## config.mk

```make
export PLATFORM = sky130hd
export DESIGN_NAME = sine_tone_cadence_generator
export DESIGN_NICKNAME = d
export VERILOG_FILES = /design/src/hdl/stcg_pkg.sv /design/src/hdl/sine_tone_cadence_generator.sv
export VERILOG_INCLUDE_DIRS = /design/src /design/src/hdl
export SDC_FILE = /design/constraint.sdc
export NUM_CORES = 1
export LEC_CHECK = 0
export ABC_CLOCK_PERIOD_IN_PS = 9300
export BUFFER_PORTS_ARGS = -buffer_cell sky130_fd_sc_hd__buf_2
export CAP_MARGIN = 40
export CORE_MARGIN = 2
export CORE_UTILIZATION = 25
export DETAILED_ROUTE_END_ITERATION = 12
export PLACE_DENSITY = 0.47
export SETUP_SLACK_MARGIN = 0.02
export SYNTH_ARGS = -nofsm -noshare
export SYNTH_HDL_FRONTEND = slang
export SYNTH_SLANG_ARGS = --single-unit
```

## constraint.sdc

```tcl
create_clock -name clock -period 9.3 [get_ports clock]
set_clock_uncertainty 0.1 [all_clocks]
set_input_delay 1.395 -clock clock [delete_from_list [all_inputs] [get_ports clock]]
set_output_delay 1.395 -clock clock [all_outputs]
set_load 0.02 [all_outputs]
```

## src/hdl/sine_tone_cadence_generator_assert.svh

```systemverilog
// Assertion macros for the sine tone cadence generator.
// Used by sine_tone_cadence_generator.sv; needs a clock and reset in scope.
`ifndef SINE_TONE_CADENCE_GENERATOR_ASSERT_SVH
`define SINE_TONE_CADENCE_GENERATOR_ASSERT_SVH

// same-cycle implication
`define STCG_ASSERT_SAME(label, ante, cons, msg) \
   label: assert property (@(posedge clock) disable iff (reset) (ante) |-> (cons)) \
      else $error(msg);

// next-cycle implication
`define STCG_ASSERT_NEXT(label, ante, cons, msg) \
   label: assert property (@(posedge clock) disable iff (reset) (ante) |=> (cons)) \
      else $error(msg);

`endif

```

## src/hdl/stcg_pkg.sv

```systemverilog
// Package for the sine tone cadence generator: sizes, CSR indexes and the
// quarter-wave unsigned Q0.15 sine table built at elaboration. No dependencies.
package stcg_pkg;

   localparam int PHASE_BITS      = 32;
   localparam int TABLE_ADDR_BITS = 8;
   localparam int TABLE_SIZE      = 1 << TABLE_ADDR_BITS;

   localparam int CSR_INDEX_BITS = 3;
   localparam int CSR_DATA_BITS  = 32;

   localparam logic [CSR_INDEX_BITS-1:0] CSR_PHASE_INC  = 3'd0;
   localparam logic [CSR_INDEX_BITS-1:0] CSR_AMPLITUDE  = 3'd1;
   localparam logic [CSR_INDEX_BITS-1:0] CSR_BUSY_MODE  = 3'd2;
   localparam logic [CSR_INDEX_BITS-1:0] CSR_ON_LENGTH  = 3'd3;
   localparam logic [CSR_INDEX_BITS-1:0] CSR_OFF_LENGTH = 3'd4;

   localparam logic [31:0] PHASE_INC_RESET  = 32'd228170138;
   localparam logic [14:0] AMPLITUDE_RESET  = 15'd14000;
   localparam logic [15:0] ON_LENGTH_RESET  = 16'd2880;
   localparam logic [15:0] OFF_LENGTH_RESET = 16'd2800;

   localparam logic [63:0] HALF_PI_Q30 = 64'd1686629713;

   typedef logic [14:0] sine_table_type [TABLE_SIZE];

   // round(32767*sin(pi/2*(i+0.5)/TABLE_SIZE)) by a Q30 Taylor series
   function automatic logic [14:0] sine_entry(input int i);
      logic [63:0] frac;
      logic [63:0] t;
      logic [63:0] t2;
      logic [63:0] term;
      logic [63:0] sum;
      logic [63:0] v;
      frac = 64'(2 * i + 1) << (29 - TABLE_ADDR_BITS);
      t    = (frac * HALF_PI_Q30) >> 30;
      t2   = (t * t) >> 30;
      term = t;
      sum  = t;
      term = ((term * t2) >> 30) / 6;
      sum  = (sum > term) ? sum - term : 64'd0;
      term = ((term * t2) >> 30) / 20;
      sum  = sum + term;
      term = ((term * t2) >> 30) / 42;
      sum  = (sum > term) ? sum - term : 64'd0;
      term = ((term * t2) >> 30) / 72;
      sum  = sum + term;
      term = ((term * t2) >> 30) / 110;
      sum  = (sum > term) ? sum - term : 64'd0;
      term = ((term * t2) >> 30) / 156;
      sum  = sum + term;
      v = (sum * 64'd32767 + (64'd1 << 29)) >> 30;
      if (v > 64'd32767) begin
         v = 64'd32767;
      end
      return v[14:0];
   endfunction

   function automatic sine_table_type build_table();
      sine_table_type tbl;
      for (int i = 0; i < TABLE_SIZE; i++) begin
         tbl[i] = sine_entry(i);
      end
      return tbl;
   endfunction

   localparam sine_table_type SINE_TABLE = build_table();

endpackage

```

## src/hdl/sine_tone_cadence_generator.sv

```systemverilog
// Sine tone generator with on/off busy cadence, top level.
// Depends on stcg_pkg and sine_tone_cadence_generator_assert.svh.
//
// One transaction on req_ is one sample tick and yields exactly one rsp_
// transaction, through the stage 1 register and then the output register. The
// block takes one tick per cycle, sustained, whenever rsp_ is not stalled; the
// figure is set by the phase add and cadence compare done in the accept cycle.
// While req_active is 1 the sample is amplitude * sin(phase) from a
// quarter-wave table; in busy mode on_length tone samples alternate with
// off_length silent ones (phase held). req_active 0 gives silence and restarts
// phase and cadence. CSRs are written by csr_write/csr_index/csr_wdata and
// must only change while no transaction is in flight.
`include "sine_tone_cadence_generator_assert.svh"

module sine_tone_cadence_generator (
   input  logic                                  clock,
   input  logic                                  reset,
   input  logic                                  req_valid,
   output logic                                  req_stall,
   input  logic                                  req_active,
   output logic                                  rsp_valid,
   input  logic                                  rsp_stall,
   output logic signed [15:0]                    rsp_sample,
   output logic                                  rsp_tone_on,
   input  logic                                  csr_write,
   input  logic [stcg_pkg::CSR_INDEX_BITS-1:0]   csr_index,
   input  logic [stcg_pkg::CSR_DATA_BITS-1:0]    csr_wdata
);

   localparam int PB = stcg_pkg::PHASE_BITS;
   localparam int AB = stcg_pkg::TABLE_ADDR_BITS;

   // CSRs
   logic [31:0] phase_inc_ff;
   logic [14:0] amplitude_ff;
   logic        busy_mode_ff;
   logic [15:0] on_length_ff;
   logic [15:0] off_length_ff;

   always_ff @(posedge clock) begin
      if (reset) begin
         phase_inc_ff  <= stcg_pkg::PHASE_INC_RESET;
         amplitude_ff  <= stcg_pkg::AMPLITUDE_RESET;
         busy_mode_ff  <= 1'b0;
         on_length_ff  <= stcg_pkg::ON_LENGTH_RESET;
         off_length_ff <= stcg_pkg::OFF_LENGTH_RESET;
      end else if (csr_write) begin
         case (csr_index)
            stcg_pkg::CSR_PHASE_INC:  phase_inc_ff  <= csr_wdata[31:0];
            stcg_pkg::CSR_AMPLITUDE:  amplitude_ff  <= csr_wdata[14:0];
            stcg_pkg::CSR_BUSY_MODE:  busy_mode_ff  <= csr_wdata[0];
            stcg_pkg::CSR_ON_LENGTH:  on_length_ff  <= csr_wdata[15:0];
            stcg_pkg::CSR_OFF_LENGTH: off_length_ff <= csr_wdata[15:0];
            default: ;
         endcase
      end
   end

   // handshake
   logic out_ready;
   logic s1_ready;
   logic req_accept;
   logic s1_valid_ff;
   logic rsp_valid_ff;

   assign out_ready  = !rsp_valid_ff || !rsp_stall;
   assign s1_ready   = !s1_valid_ff || out_ready;
   assign req_stall  = !s1_ready;
   assign req_accept = req_valid && s1_ready;

   // generator state
   logic [PB-1:0] phase_acc_ff, phase_acc_in;
   logic [15:0]   cadence_ff, cadence_in;
   logic          pause_ff, pause_in;
   logic [15:0]   count_inc;
   logic          tone_in;

   assign count_inc = cadence_ff + 16'd1;

   always_comb begin
      phase_acc_in = phase_acc_ff;
      cadence_in   = cadence_ff;
      pause_in     = pause_ff;
      tone_in      = 1'b0;
      if (!req_active) begin
         phase_acc_in = '0;
         cadence_in   = '0;
         pause_in     = 1'b0;
      end else if (pause_ff) begin
         // pause ends on off_length regardless of busy_mode
         if (count_inc >= off_length_ff) begin
            cadence_in = '0;
            pause_in   = 1'b0;
         end else begin
            cadence_in = count_inc;
         end
      end else begin
         tone_in      = 1'b1;
         phase_acc_in = phase_acc_ff + PB'(phase_inc_ff);
         if (busy_mode_ff) begin
            if (count_inc >= on_length_ff) begin
               cadence_in = '0;
               pause_in   = (off_length_ff != 16'd0);
            end else begin
               cadence_in = count_inc;
            end
         end
      end
   end

   always_ff @(posedge clock) begin
      if (reset) begin
         phase_acc_ff <= '0;
         cadence_ff   <= '0;
         pause_ff     <= 1'b0;
      end else if (req_accept) begin
         phase_acc_ff <= phase_acc_in;
         cadence_ff   <= cadence_in;
         pause_ff     <= pause_in;
      end
   end

   // stage 1: table address and sign from the pre-increment phase
   logic [AB-1:0] idx_ff, idx_in;
   logic          neg_ff;
   logic          tone_ff;
   logic [1:0]    quad;

   assign quad   = phase_acc_ff[PB-1 -: 2];
   assign idx_in = quad[0] ? ~phase_acc_ff[PB-3 -: AB] : phase_acc_ff[PB-3 -: AB];

   always_ff @(posedge clock) begin
      if (reset) begin
         s1_valid_ff <= 1'b0;
      end else if (s1_ready) begin
         s1_valid_ff <= req_valid;
      end
   end

   always_ff @(posedge clock) begin
      if (req_accept) begin
         idx_ff  <= idx_in;
         neg_ff  <= quad[1];
         tone_ff <= tone_in;
      end
   end

   // stage 2: table read, scale, sign
   logic [14:0]        entry;
   logic [29:0]        product;
   logic [15:0]        mag;
   logic signed [15:0] sample_in;
   logic signed [15:0] sample_ff;
   logic               tone_out_ff;

   assign entry   = stcg_pkg::SINE_TABLE[idx_ff];
   assign product = 30'(amplitude_ff) * 30'(entry);
   assign mag     = {1'b0, product[29:15]};

   always_comb begin
      if (!tone_ff) begin
         sample_in = '0;
      end else if (neg_ff) begin
         sample_in = -$signed(mag);
      end else begin
         sample_in = $signed(mag);
      end
   end

   always_ff @(posedge clock) begin
      if (reset) begin
         rsp_valid_ff <= 1'b0;
      end else if (out_ready) begin
         rsp_valid_ff <= s1_valid_ff;
      end
   end

   always_ff @(posedge clock) begin
      if (out_ready && s1_valid_ff) begin
         sample_ff   <= sample_in;
         tone_out_ff <= tone_ff;
      end
   end

   assign rsp_valid   = rsp_valid_ff;
   assign rsp_sample  = sample_ff;
   assign rsp_tone_on = tone_out_ff;

   // checks
   `STCG_ASSERT_SAME(a_silent_is_zero, rsp_valid && !rsp_tone_on, rsp_sample == 16'sd0,
      "silent sample is not zero")
   `STCG_ASSERT_SAME(a_no_min_value, rsp_valid, rsp_sample != 16'sh8000,
      "sample magnitude out of range")
   `STCG_ASSERT_NEXT(a_stop_clears, req_accept && !req_active,
      phase_acc_ff == '0 && cadence_ff == 16'd0 && !pause_ff,
      "inactive tick did not clear generator state")
   `STCG_ASSERT_NEXT(a_pause_holds_phase, req_accept && req_active && pause_ff,
      $stable(phase_acc_ff), "phase moved during cadence pause")

endmodule

```

# After elaboration in Yosys (flattened, before gate mapping)
# Memories as Yosys holds them, arrays and structs flattened.
# Index checks and enable logic that the tools add are counted.
# totals
output_inout_bits	19
inputBits	41
mem_count	1
romBits	3840
elab_cells	67
regBits	158
# classes
add_sub_neg	3
mul	1
eq_ne	6
muxes	17
n_bitwise	2
n_reduce_logical	18
order_cmp	3
# memory_table
memory	words	word_bits	read_ports	rd_clocked_by_memory_dff	wr	line_no	rtl
(no name shown)	256	15	1	0	0	sine_tone_cadence_generator.sv:156	assign entry = stcg_pkg::SINE_TABLE[idx_ff];
# ops
operator	n
two-way mux 16 bit	5
two-way mux 32 bit	2
two-way mux 15 bit	3
adder 32 bit	1
greater-or-equal comparator 16 bit	2
multiplier 15 x 15 -> 30 bit	1
adder 16 x 1 -> 16 bit, second input constant	1
negation 15 -> 16 bit	1
AND reduction 2 bit	8
nonzero test 16 bit	1
greater-or-equal comparator 9 bit, second input constant	1
NOT 8 -> 9 bit	1
two-way mux 8 bit	1
NOT 8 bit	1
equality test 3 x 2 -> 1 bit, second input constant	2
two-way mux 1 bit	6
logical NOT 1 bit	4
equality test 3 x 1 -> 1 bit, second input constant	1
equality test 3 bit, second input constant	1
logical NOT 3 bit	1
!= test 3 x 1 -> 1 bit, second input constant	1
logical AND 1 bit	2
logical OR 1 bit	2
!= test 2 bit, second input constant	1

# Depth between registers and ports, before layout
# Gate-level depths: netlist of the first run.
# depth
depth_word	7
mapped_depth	39
mapped_depth_nobuf	36

# Worst setup path after synthesis of the first run
# OpenSTA, ideal clock, no wires.
# synth_path
path_type	register to register
from	register idx_ff[1]
to	register sample_ff[14], in the netlist rsp_sample[14] (data pin)
setup_time_ps	135
slack_ps	-437
synth_period_minus_slack_ps	9737
path_stages_with_launch	39
required_ps	9065
t_arrival_ps	9502
path_buffers	3
cell_sequence	edfxtp_1 > buf_2 > inv_1 > ha_1 > or2_1 > buf_2 > nand2_1 > a21oi_1 > mux4_2 > a32oi_1 > nor2_1 > a221oi_1 > clkbuf_1 > nor2_1 > fa_1 > inv_1 > fa_1 > inv_1 > [3 not listed] > inv_1 > fa_1 > inv_1 > fa_1 > inv_1 > ha_1 > a21o_1 > a21o_1 > a211oi_2 > nor3b_1 > o31a_1 > or3_1 > o211ai_2 > nor3b_2 > nor2_1 > a211o_1 > or4b_1 > nand3_1
# synth_between
elab_chain_cells	7
# synth_lines
item	line_no	rtl
from (decl)	sine_tone_cadence_generator.sv:124	logic [AB-1:0] idx_ff, idx_in;
from (signal assigned)	sine_tone_cadence_generator.sv:142	idx_ff <= idx_in;
NOT 8 -> 9 bit (not written as such) (*)	sine_tone_cadence_generator.sv:156	
memory (256 x 15 bit) (*)	--	
two-way mux 15 bit (not written as such) (*) (2 in series)	sine_tone_cadence_generator.sv:156	
multiplier 15 x 15 -> 30 bit (*)	sine_tone_cadence_generator.sv:157	assign product = 30'(amplitude_ff) * 30'(entry);
negation 15 -> 16 bit	sine_tone_cadence_generator.sv:164	sample_in = -$signed(mag);
two-way mux 15 bit (*)	sine_tone_cadence_generator.sv:163	end else if (neg_ff) begin
to (signal assigned)	sine_tone_cadence_generator.sv:180	sample_ff <= sample_in;
to (decl)	sine_tone_cadence_generator.sv:153	logic signed [15:0] sample_ff;
# Mark *: on every way between the ends. The rest lies on a longest branch, timed or not. The select of a mux whose other input is x is not followed.
# A chain may end at the register's enable or synchronous reset.

# Final worst setup path of the first run
# Ends and elaborated chain as after synthesis.

==> results of run 1 <==
-- kinds of logic (layout without fill, tap and decap cells) --
group,after synthesis,count (layout),synth area share [%]
mux,21,22,1.785
simple gates,883,883,20.89
fa+ha+maj,339,339,27.99
flops,158,158,17.49
compound gates,607,607,20.57
buf+inv,413,677,8.152
xor+xnor,70,70,3.123
-- per-stage QoR --
step	TNS [ps]	hold slack [ps]	std cells	area, um^2	utilization (%)
finish	0	356.1	3796	24430	31.49
global route	-791.4	385.2	3796	24430	31.49
global placement	-1818	345.6	3739	23130	29.81
CTS	0	357.3	3781	23900	30.81
detailed placement	-1497	348.4	3741	23170	29.86
floorplan	0	329.1	2491	19670	-
-- worst reg2reg max path, delay by kind of cell, from the launching register on --
kind                     cells  cell delay, ps
flip-flops                   1             460
AND/OR/NAND/NOR              9            1680
buffers and inverters       13            1600
multiplexers                 1             600
adder cells (fa/ha/maj)      8            3410
AO/OA/AOI/OAI                7            1230
-- timing repair --
action | CTS | global route
buffers inserted | 7 | 15
gates resized for setup | 27 | 107
gates cloned | 1 | 0
hold endpoints to repair | 0 | 0
setup endpoints to repair | 8 | 9
pin swaps | 6 | 54
-- layout by cell type, fill, tap and decap left out, types with 12 or more instances in the layout --
cell,synthesis,final
buf_6,2,13
nand3b_1,32,32
buf_4,3,293
nor3_1,30,29
a21oi_2,2,12
xor2_1,42,42
edfxtp_1,27,27
and3_1,19,19
dfxtp_1,131,131
a31oi_1,18,17
xnor2_1,28,27
mux4_2,11,12
and2_1,63,62
buf_12,0,19
buf_2,19,58
a21o_1,50,50
o211ai_1,28,28
nand3_1,39,37
fa_1,167,164
ha_1,172,160
a21oi_1,184,174
nand2_1,378,369
clkbuf_16,0,19
nor2_1,194,180
o21ai_0,108,98
a211oi_1,24,21
nand2b_1,38,34
a22oi_1,22,22
inv_1,256,249
nor2b_1,26,24
o22ai_1,19,17
-- area by class of cell --
cell class              count  share of cell area, %
clock buffers              20                  1.961
clock inverters            12                 0.4097
inverters                 260                  4.015
multi-input cells        1921                  61.72
flip-flops and latches    158                  14.05
well taps                1040                  5.326
repair buffers            385                  12.52
-- cell usage after synthesis, types with 19 or more instances --
master	n	area, um^2
buf_2	19	95.09
and3_1	19	118.9
dfxtp_1	131	2623
clkbuf_1	113	424.2
ha_1	172	2152
edfxtp_1	27	810.8
xnor2_1	28	245.2
xor2_1	42	367.9
a21o_1	50	375.4
nand2_1	378	1419
o22ai_1	19	118.9
nand2b_1	38	237.7
and2_1	63	394.1
a211oi_1	24	180.2
nor2_1	194	728.2
nand3_1	39	195.2
a22oi_1	22	165.2
nor3_1	30	150.1
o211ai_1	28	210.2
nand3b_1	32	240.2
fa_1	167	3343
o21ai_0	108	540.5
nor2b_1	26	162.7
a21oi_1	184	920.9
inv_1	256	960.9
-- registers in the layout, indices dropped and copies added, names as in the netlist --
signal         flops
rsp_sample        16
phase_acc_ff      32
rsp_valid          1
busy_mode_ff       1
on_length_ff      16
off_length_ff     16
rsp_tone_on        1
phase_inc_ff      32
neg_ff             1
s1_valid_ff        1
idx_ff             8
tone_ff            1
amplitude_ff      15
cadence_ff        16
pause_ff           1
-- path summary, 6_finish.rpt --
path                                 startpoint         endpoint  cells after the start  slack [ps]
worst max-delay path                  idx_ff[1]   rsp_sample[14]                     38         120
worst min-delay path            on_length_ff[4]  on_length_ff[4]                      2         360
worst max register to register        idx_ff[1]   rsp_sample[14]                     38         120
worst min register to register  on_length_ff[4]  on_length_ff[4]                      2         360
-- routing by layer --
metal	track usage [%]	vias up	wire length [um]
met2	29.55	643	33510
met5	0	-	0
li1	-	9000	-
met4	6.184	0	2529
met3	2.905	137	4421
met1	24.05	9143	32870
==> run metrics, run 1 <==
outcome=complete, no violations; RSZ-0062 raised after global routing=true; worst-case clock buffer depth=2; area of the multi-input gates=15080 um^2; final period utilization=98.76%; Final Critical Period=9185 ps; final worst slack=115.1 ps; first-pass GRT wire length=114200 um; share of cells above drive strength 1=20.10%; FF/Latch Area=3433 um^2; die footprint=80780 um^2; Final Hold Viols=0; Root Driver=clkbuf_16; Initial DRT Pass Iterations=6; CP Launch Type=flop; antenna viol nets, final=0; Initial Utilization=25.30%; Slew Viols, Final=0; Initial DRC Count=1746; Synth Flop Type=dfxtp_1; TritonCTS clock tree=yes; Worst Path Buf+Inv=13; delay-heaviest family, CP=adder cells; number of distinct library cells after synthesis=99; worst endpoint required time=9520 ps; nets=3123; PortBufs=59; CP max stage cell=mux4_2; EDFF count, synth=27; Arr. time, crit path=9400 ps; Slowest Stage Delay on Critical Path=600 ps; Fillers=8482; WL final=73330 um; max cap viols=0; endpoints failing setup=0; vias after detailed routing=18.92k; worst min-delay path category=flop to flop; chip width=284.2 um; initial antenna violation count=0; GRT overflow=0; Max-Slew Margin vs Limit=45.57%; Fmax achieved=0.1089 GHz; crit path kind=flop to flop; H-tree depth=4; CP endpoint kind=flop; peak fanout along the critical path=8; core footprint=77590 um^2; Syn. warnings=0; Syn Inst Count=2491; CTS Hold Bufs=0; die height=284.2 um; Worst Max-Slew Pin Slew=813.5 ps; total track usage=18.05%; Post-Syn Nets=2871; DRC viols=0; ys async rst share=0%; hpwl dp=57540 um; WL per Instance=19.32 um; Mapped Area=19630 um^2; Rows=102; CTS Buf Count=17; largest net degree at the start of global routing=76; Mapped Avg Cell Area=7.880 um^2; clock slew at reported path FFs=70 ps; vias in the first global route=19.08k; diodes inserted=0; Placer Congestion=0.9702; flop and latch count out of synthesis=158; Area Growth Syn to Fin=24.47%; clk_lat worst skew=450 ps; Via density=4.985; io pins=60; Seq/Total Area, Yosys=17.49%; CTS sink cnt=158; Place WS=-304.6 ps
Power of run 1 is not shown: default switching activity piles up to over one toggle a cycle in this logic, so the estimate is an artifact.
==> inputs of run 2 (changes only) <==
Settings changed: ABC_AREA set to 1, CORE_MARGIN 2 to 4.
==> run 2 against run 1 <==
Net effect: cell count rose by 2.5%; critical path type unchanged; via count rose by 0.21%; first-iteration DRC count fell by 19%; core utilization fell by 3.0 points; worst setup slack improved by 390 ps.
==> run metrics, run 2 <==
worst min-delay path category=flop to flop; Seq/Total Area, Yosys=17.70% (+0.21 points); Regs by FF count=phase_acc_ff (32), phase_inc_ff (32); Area Growth Syn to Fin=12.36%; clock slew at reported path FFs=70 ps (about the same); core footprint=76450 um^2 (-1.5%); Mapped Area=19390 um^2 (-1.2%); Initial DRC Count=1419 (-19%); H-tree depth=4 (unchanged); outcome=complete, no violations; Inst Count DP=3856 (+3.1%); GRT overflow=0 (unchanged); Worst Max-Slew Pin Slew=726.5 ps (-87.01 ps); CTS sink cnt=158 (unchanged); WL final=73180 um (-0.21%); Via density=4.875 (-2.2%); die height=286.5 um (+0.81%); number of distinct library cells after synthesis=68 (-31%); RSZ-0062 raised after global routing=false; TNS Setup=0 ps (unchanged); peak fanout along the critical path=14 (+6); initial antenna violation count=0 (unchanged); first-pass GRT wire length=114200 um (unchanged); CP max stage cell=fa_1; max cap viols=0 (unchanged); Cell Count, Final, Fillers Out=3890 (+2.5%); vias after detailed routing=18.96k (+0.21%); Max-Slew Margin vs Limit=51.57% (+6.0 points); most area-hungry cell type in the Yosys netlist=fa_1; WL per Instance=18.81 um (-2.6%); Fmax achieved=0.1136 GHz (+4.4%); Syn Inst Count=2787 (+12%); most numerous cell in the Yosys netlist=nand2_1; antenna viol nets, final=0 (unchanged); DRC viols=0 (unchanged); endpoints failing setup=0 (unchanged); Slew Viols, Final=0 (unchanged); Mapped Avg Cell Area=6.959 um^2 (-12%); Arr. time, crit path=8910 ps (-490 ps); Area after DPL=21180 um^2 (-8.6%); largest net degree at the start of global routing=69 (-9.2%); Post-Syn Nets=3167 (+10%); final period utilization=94.62% (-4.1 points); ys async rst share=0% (unchanged); EDFF count, synth=27 (unchanged); Final Critical Period=8800 ps (-385.3 ps); Syn. warnings=0 (unchanged); CP Launch Type=flop; hpwl dp=58170 um (+1.1%); die footprint=82100 um^2 (+1.6%); io pins=60 (unchanged); Root Driver=clkbuf_16; CP endpoint kind=flop; nets=3227 (+3.3%); Synth Flop Type=dfxtp_1; vias in the first global route=19.25k (+0.88%); Synth top area share=17.24% (+0.21 points); design area=21790 um^2 (-11%); worst-case clock buffer depth=2 (unchanged); PortBufs=59 (unchanged); worst endpoint required time=9410 ps (-110 ps); Initial Utilization=25.37% (+0.069 points); worst hold margin=366.3 ps (+10.19 ps); Final Hold Viols=0 (unchanged); Slowest Stage Delay on Critical Path=560 ps (-40 ps); crit path kind=flop to flop; Crit path top cell by count=inv_1; Initial DRT Pass Iterations=6 (unchanged); Synth area leaders=fa_1 17%, dfxtp_1 14%, nand2_1 11%, ha_1 11%, inv_1 8.2%; Synth top cells by count=585 x nand2_1, 422 x inv_1, 311 x nor2_1; clk_lat worst skew=460 ps (about the same); TritonCTS clock tree=yes; total track usage=17.88% (-0.17 points); diodes inserted=0 (unchanged); share of cells above drive strength 1=9.056% (-11 points); CTS Hold Bufs=0 (unchanged); CTS Buf Count=17 (unchanged); most frequent cells in the layout=583 x nand2_1, 418 x inv_1, 310 x nor2_1; commonest non-fill, non-tap cell in the layout=nand2_1; flop and latch count out of synthesis=158 (unchanged); Rows=101 (-0.98%); chip width=286.5 um (+0.81%); Placer Congestion=0.9824 (+1.3%)
run 2: area by class of cell:
cell class,count,area (um^2)
flip-flops and latches,158,3433
inverters,445,1673
multi-input cells,2084,13900
clock buffers,19,452.9
clock inverters,13,102.6
repair buffers,141,943.4
well taps,1030,1289
fillers,8526,54660
run 2: path summary, 6_finish.rpt:
path	start	end	depth (start not counted)	slack [ps]
max	idx_ff[0]	rsp_sample[13]	37	500
min	cadence_ff[7]	cadence_ff[7]	2	370
max reg2reg	idx_ff[0]	rsp_sample[13]	37	500
min reg2reg	cadence_ff[7]	cadence_ff[7]	2	370
run 2: kinds of logic after synthesis:
family | Yosys count | share of synthesized area, %
AND/OR/NAND/NOR | 1159 | 25.24
AO/OA/AOI/OAI | 558 | 16.48
buffers and inverters | 545 | 10.90
adder cells (fa/ha/maj) | 339 | 28.33
flip-flops | 158 | 17.70
XOR/XNOR | 28 | 1.342
run 2: per-layer routing:
metal	up-vias	track usage [%]	part of all wire, %
met1	8984	23.47	44
met3	170	2.502	5.9
met5	-	0	0
met4	0	7.724	4.4
li1	9182	-	-
met2	626	29.39	46
run 2: timing repair:
action	CTS	global route
gates resized for setup	0	19
setup buffers	0	2
setup endpoints to repair	0	12
run 2: critical path: cells and delay by family (launching register included):
kind	cells	cell delay (ps)
flops	1	400
simple gates	15	2050
compound gates	4	940
fa+ha+maj	8	3890
xor+xnor	1	210
buf+inv	9	960
run 2: stage by stage:
step	util, %	worst slack [ps]
after floorplan	-	1138
after global placement	27.66	92.18
after detailed placement	27.70	136.0
after CTS	28.43	109.4
after global routing	28.50	16.83
final	28.50	500.4
Power of run 2 is left out for the same reason.
